### config.mk
export PLATFORM = sky130hd
export DESIGN_NAME = smv_cell
export DESIGN_NICKNAME = d
export VERILOG_FILES = /design/src/hdl/smv_pkg.sv /design/src/hdl/smv_cell.sv
export SDC_FILE = /design/constraint.sdc
export NUM_CORES = 1
export LEC_CHECK = 0
export BUFFER_PORTS_ARGS = -buffer_cell sky130_fd_sc_hd__buf_2
export CORE_MARGIN = 1.5
export CORE_UTILIZATION = 30
export DETAILED_ROUTE_END_ITERATION = 8
export PLACE_DENSITY = 0.52
export SLEW_MARGIN = 20
export SYNTH_ARGS = -nofsm -noshare
export SYNTH_HDL_FRONTEND = slang
export SYNTH_SLANG_ARGS = --single-unit
### constraint.sdc
create_clock -name clk -period 7.07 [get_ports clk]
set_input_delay 1.0605 -clock clk [delete_from_list [all_inputs] [get_ports clk]]
set_output_delay 1.0605 -clock clk [all_outputs]
set_load 0.005 [all_outputs]
### src/hdl/smv_pkg.sv
// smv_pkg: shared types and constants for the sliding window median filter
// used by smv_cell and sliding_window_median; no dependencies
`timescale 1ns / 1ps

package smv_pkg;

    // window capacity and derived widths
    localparam int WINDOW_MAX = 64;
    localparam int LEN_W      = $clog2(WINDOW_MAX + 1);
    localparam int IDX_W      = $clog2(WINDOW_MAX);
    localparam int SAMPLE_W   = 32;
    localparam int MEDIAN_W   = SAMPLE_W + 1;
    localparam int CFG_W      = 7;

    // input item
    typedef struct packed {
        logic signed [SAMPLE_W-1:0] sample;
        logic                       last_sample;
    } in_item_t;

    // result item
    typedef struct packed {
        logic signed [MEDIAN_W-1:0] median_x2;
        logic                       is_last;
    } out_item_t;

    // what a cell shows its neighbours
    typedef struct packed {
        logic signed [SAMPLE_W-1:0] value;
        logic                       gt;
        logic                       ge;
    } nbr_t;

endpackage

### src/hdl/smv_cell.sv
// smv_cell: one slot of the sorted window; removes the oldest sample and
// inserts the new one by trading values with its two neighbours
// depends on smv_pkg
`timescale 1ns / 1ps

module smv_cell (
    input  logic                                 clk,
    input  logic                                 en,
    input  logic                                 valid,
    input  logic                                 full,
    input  logic signed [smv_pkg::SAMPLE_W-1:0]  x,
    input  logic signed [smv_pkg::SAMPLE_W-1:0]  old_value,
    input  smv_pkg::nbr_t                        left,
    input  smv_pkg::nbr_t                        right,
    output smv_pkg::nbr_t                        own
);
    import smv_pkg::*;

    logic signed [SAMPLE_W-1:0] value_reg;
    logic signed [SAMPLE_W-1:0] value_next;
    logic                       gt;
    logic                       ge;
    logic signed [SAMPLE_W-1:0] comp_here;
    logic signed [SAMPLE_W-1:0] comp_left;
    logic                       c_here;
    logic                       c_left;

    // local compares: empty slots count as greater than any sample
    assign gt = !valid || (value_reg > x);
    assign ge = full && valid && (value_reg >= old_value);

    // slot contents once the oldest sample is squeezed out
    assign comp_here = ge ? right.value : value_reg;
    assign c_here    = ge ? right.gt : gt;
    assign comp_left = left.ge ? value_reg : left.value;
    assign c_left    = left.ge ? gt : left.gt;

    // keep, take the new sample, or take the left neighbour
    always_comb
    begin
        if (!c_here)
        begin
            value_next = comp_here;
        end
        else if (!c_left)
        begin
            value_next = x;
        end
        else
        begin
            value_next = comp_left;
        end
    end

    // value register
    always_ff @(posedge clk)
    begin
        if (en)
        begin
            value_reg <= value_next;
        end
    end

    assign own.value = value_reg;
    assign own.gt    = gt;
    assign own.ge    = ge;

endmodule

==> results.ini, run 1 <==
[drt]
top_layer_used = met4
routedWlPerCell_um = 14.9
first_iter_violations = 58
dr_total_vias = 3108
met1_length_mm = 4.53
drc_errors = 0
dr.pass1.iters = 4
route.met2.wl_mm = 5.09
drt_wl_total_mm = 10.2
ant_nets = 0
dr_wl_met3_um = 466
via_per_inst = 4.55

[synthesis]
synth_nets = 543
syn_area_mm2 = 0.00376
syn_area_per_cell_um2 = 11.0
synth_cell_type_count = 38
yosysTopAreaCell = edfxtp_1
synthArstFlopShare_pct = 0
synth_warnings = 0
seq_area_frac_synth_pct = 25.6
yosysTopAreaCellShare_pct = 25.6
synth_edf_count = 32
synth-seq-cells = 32
netlist_top_cells_area = edfxtp_1 (26%), mux2_4 (24%), ha_1 (21%), inv_1 (6.9%), a21oi_1 (3.5%)
postSynthCellCount = 343
ys.flop_type = edfxtp_1

[global_routing]
grt_max_degree = 24
grt_pass1_vias = 3159
grt_pass1_wl_mm = 15.4
track_usage_pct = 15.2
antenna_found_initial = 1
grt-ovfl-total = 0

[sta]
slew_headroom_pct = 37.5
finalCritPeriodShare_pct = 61.4
hold_viol = 0
rsz0062_at_grt = false
finalSetupViolations = 0
period_needed_ps = 4340
worstMarginPinSlew_ps = 918
skew_ps = 1.30
max_freq_mhz = 230
finalMaxSlewViolations = 0
final.setup.tns_ps = 0

[clock_network]
cts_setup_buffers = 0
clk_pin_slew_ps = 50
clock-sinks = 32
clk-insertion-delay-late_ps = 280
cts-root-buf = clkbuf_16
cts_resized = 0
cts_tree = done
cts_max_level = 2
cts_buffers = 5
postCtsHoldBufs = 0
clockBufferDepth = 2

[setup_path]
cp_max_fo = 23
crit_type = in2reg
crit_arrival_ps = 4370
cp.required_ps = 7100
cp-end-kind = flip-flop
cp-start-kind = primary input

[power]
ir_drop_v = 0.0000737
leakage_nw = 2.71
powerDensity_mw_per_mm2 = 161
power_uw = 789

[run_status]
status = finished, final reports clean

[placed_design]
gp_congestion = 0.763
dp_cells = 674
dp_hpwl_mm = 8.62
io_buffers = 168
place_area_mm2 = 0.00475

[layout]
area_growth_pct = 30.2
layout.cells.non_filler = 683
drive_gt1_share_pct = 48.8
final_cell_area_mm2 = 0.00489
largest_reg_flops = 32
fin_nets = 713
final_common_cell = buf_2
layout_common_cells = buf_2 (168), inv_1 (69), ha_1 (64), mux2_4 (60), edfxtp_1 (32)

[worst_hold_path]
hp-class = in2reg

[die]
dieArea_mm2 = 0.0132
die_x_um = 115
start_util_pct = 31.0
die_y_um = 115
num_rows = 40
io_pins = 170
core_mm2 = 0.0121

[run]
drv_cap = 0

==> report_power, final <==
part | internal (mW) | switching [mW] | leakage, nW
registers | 0.238 | 0.0164 | 0.298
logic | 0.180 | 0.144 | 2.34
clock network | 0.130 | 0.0804 | 0.0656
total | 0.548 | 0.241 | 2.71
==> stage by stage <==
stage	setup slack, ps	utilization, %	hold WS, ps
floorplan	1550	-	1260
global placement	2450	39.2	1360
detailed placement	2400	39.2	1370
CTS	2690	40.4	1070
global route	2470	40.4	1070
finish	2730	40.4	1080
==> critical path, cell delays in order <==
cell and delay (ps):
buf_2 100, inv_1 50, ha_1 340, nand4_1 200, nor3_1 90, a211oi_1 220
o21ai_1 200, a41o_1 320, nor3_4 580, buf_4 540, mux2_2 390, mux2_2 270
==> per-layer routing <==
layer	up-vias	track usage, %
met4	0	3.62
met1	1423	19.3
met3	4	2.69
li1	1590	-
met2	91	26.7
met5	-	0
==> worst paths after layout <==
path	cells past startpoint	end	slack [ps]	from
max	12	value_reg[0]	2730	x[31]
min	2	value_reg[13]	1080	right[15]
max reg2reg	10	value_reg[0]	3210	value_reg[31]
min reg2reg	7	value_reg[0]	1420	value_reg[31]
==> area by class of cell <==
| class | count | area, µm² |
|---|---|---|
| Tap cell | 168 | 210 |
| Inverter | 69 | 259 |
| Multi-Input combinational cell | 234 | 2460 |
| Clock buffer | 7 | 133 |
| Sequential cell | 32 | 961 |
| Antenna cell | 1 | 2.50 |
| Clock inverter | 1 | 3.75 |
| Timing Repair Buffer | 171 | 863 |
| Fill cell | 1231 | 7220 |
==> logic make-up after synthesis <==
kind of cell	count (synthesis)	share of synthesized area (%)
adder cells (fa/ha/maj)	64	21.3
flip-flops	32	25.6
AO/OA/AOI/OAI	58	10.0
AND/OR/NAND/NOR	46	7.76
buffers and inverters	77	9.29
multiplexers	66	26.1
==> cell usage after synthesis (4+ instances only) <==
library cell  number
a21o_1            11
a21oi_1           26
edfxtp_1          32
ha_1              64
inv_1             69
mux2_2             5
mux2_4            60
nand2_1            7
nand3_1            7
nand4_1           15
nor2_1             4
o21ai_0            7
Power figures use the tool's default switching activity.
==> run 2, diff against run 1 <==
--- a/config.mk
+++ b/config.mk
@@ -9,7 +9,7 @@
 export CORE_MARGIN = 1.5
 export CORE_UTILIZATION = 30
 export DETAILED_ROUTE_END_ITERATION = 8
-export PLACE_DENSITY = 0.52
+export PLACE_DENSITY = 0.54
 export SLEW_MARGIN = 20
 export SYNTH_ARGS = -nofsm -noshare
 export SYNTH_HDL_FRONTEND = slang
==> constraint.sdc (replaced) <==
create_clock -name clk -period 3.93 [get_ports clk]
set_input_delay 0.5895 -clock clk [delete_from_list [all_inputs] [get_ports clk]]
set_output_delay 0.5895 -clock clk [all_outputs]
set_load 0.005 [all_outputs]
==> results.ini, run 2 (synthesized netlist as in run 1, its figures left out) <==
[run_status]
status = finished, final reports clean

[drt]
dr_total_vias = 3151
drc_errors = 0
drt_wl_total_mm = 10.2
ant_nets = 0
via_per_inst = 4.59
dr.pass1.iters = 6
first_iter_violations = 78
routedWlPerCell_um = 14.9

[placed_design]
dp_hpwl_mm = 8.75
gp_congestion = 0.777
io_buffers = 168

[setup_path]
reg2reg_from = value_reg[27]
cpMostUsedCell = mux2_2
crit_chain = ha_1, a21oi_1, o21ai_0, a221oi_1, o31ai_1, mux2_2, o21ai_2, mux2i_4, buf_4, mux2_2
cp-end-kind = flip-flop
cp_slowest_cell = edfxtp_1
crit_family = multiplexers
cp.buffers_inverters = 1
startpoint = value_reg[27]
crit_type = reg2reg
cp.required_ps = 3960
worst-path-stages = 10
r2r_cells = 10
cp_max_fo = 17
cp-start-kind = flip-flop
crit_arrival_ps = 3280
max_stage_delay_ps = 450

[layout]
layout_common_cells = buf_2 (168), inv_1 (69), ha_1 (64), mux2_4 (60), edfxtp_1 (32)
fin_nets = 718
final_common_cell = buf_2
area_growth_pct = 31.1
diodes = 0
drive_gt1_share_pct = 49.3
largest_reg_flops = 32

[clock_network]
cts-root-buf = clkbuf_16
cts_setup_buffers = 0
cts_max_level = 2
cts_buffers = 5
cts_resized = 0
postCtsHoldBufs = 0
clock-sinks = 32
clk_pin_slew_ps = 60
cts_tree = done
clockBufferDepth = 2
clk-insertion-delay-late_ps = 280

[global_routing]
grt_pass1_wl_mm = 15.9
grt_pass1_vias = 3239
antenna_found_initial = 0
grt-ovfl-total = 0
grt_max_degree = 18
track_usage_pct = 15.7

[power]
leakage_nw = 2.73
ir_drop_v = 0.000153
powerDensity_mw_per_mm2 = 291

[die]
core_mm2 = 0.0121
num_rows = 40
io_pins = 170
die_x_um = 115
die_y_um = 115
start_util_pct = 31.0
dieArea_mm2 = 0.0132

[sta]
finalMaxSlewViolations = 0
hold_viol = 0
finalSetupViolations = 0
rsz0062_at_grt = false
skew_ps = 5.49
worstMarginPinSlew_ps = 421
max_freq_mhz = 308
period_needed_ps = 3250
slew_headroom_pct = 71.7
finalCritPeriodShare_pct = 82.7
hold_ws_ps = 606
final.setup.tns_ps = 0

[worst_hold_path]
hp-class = in2reg
holdPathStages = 2
min_from = right[19]

[run]
drv_cap = 0

[run 2: cell count changes in the layout (fill, tap and decap cells not counted), sizes merged]
cell,before,now
buf,171,176
diode,1,0
[run 2: area by class of cell]
type,count,area (µm²)
Timing Repair Buffer,176,901
Sequential cell,32,961
Inverter,69,259
Clock buffer,7,133
Tap cell,168,210
Clock inverter,1,3.75
Multi-Input combinational cell,234,2460
Fill cell,1256,7180
[run 2: path summary, 6_finish.rpt]
path	slack (ps)	to
max	680	value_reg[31]
min	610	value_reg[17]
max reg2reg	680	value_reg[31]
min reg2reg	1550	value_reg[30]
[run 2: metal layers]
layer / vias up / track usage, % / wire length [µm]
li1: 1595 / - / -
met1: 1457 / 20.0 / 4560
met2: 89 / 26.6 / 4990
met3: 10 / 3.53 / 519
met4: 0 / 4.86 / 149
met5: - / 0 / 0
[run 2: through the flow]
stage / utilization [%] / power, mW / instance area, µm² / worst slack (ps) / cells
3_3_place_gp: 39.6 / 1.04 / 4790 / 452 / 679
6_report: 40.7 / 1.43 / 4930 / 681 / 687
5_1_grt: 40.7 / 1.53 / 4930 / 503 / 687
4_1_cts: 40.7 / 1.45 / 4930 / 665 / 687
3_5_place_dp: 39.6 / 1.06 / 4790 / 396 / 679
2_1_floorplan: - / 0.870 / 3760 / 353 / 343
[run 2: report_power, final]
| group | total, mW | leakage, nW | switching (mW) | internal (mW) |
|---|---|---|---|---|
| registers | 0.459 | 0.298 | 0.0299 | 0.429 |
| logic | 0.589 | 2.37 | 0.259 | 0.330 |
| clock network | 0.385 | 0.0655 | 0.152 | 0.233 |
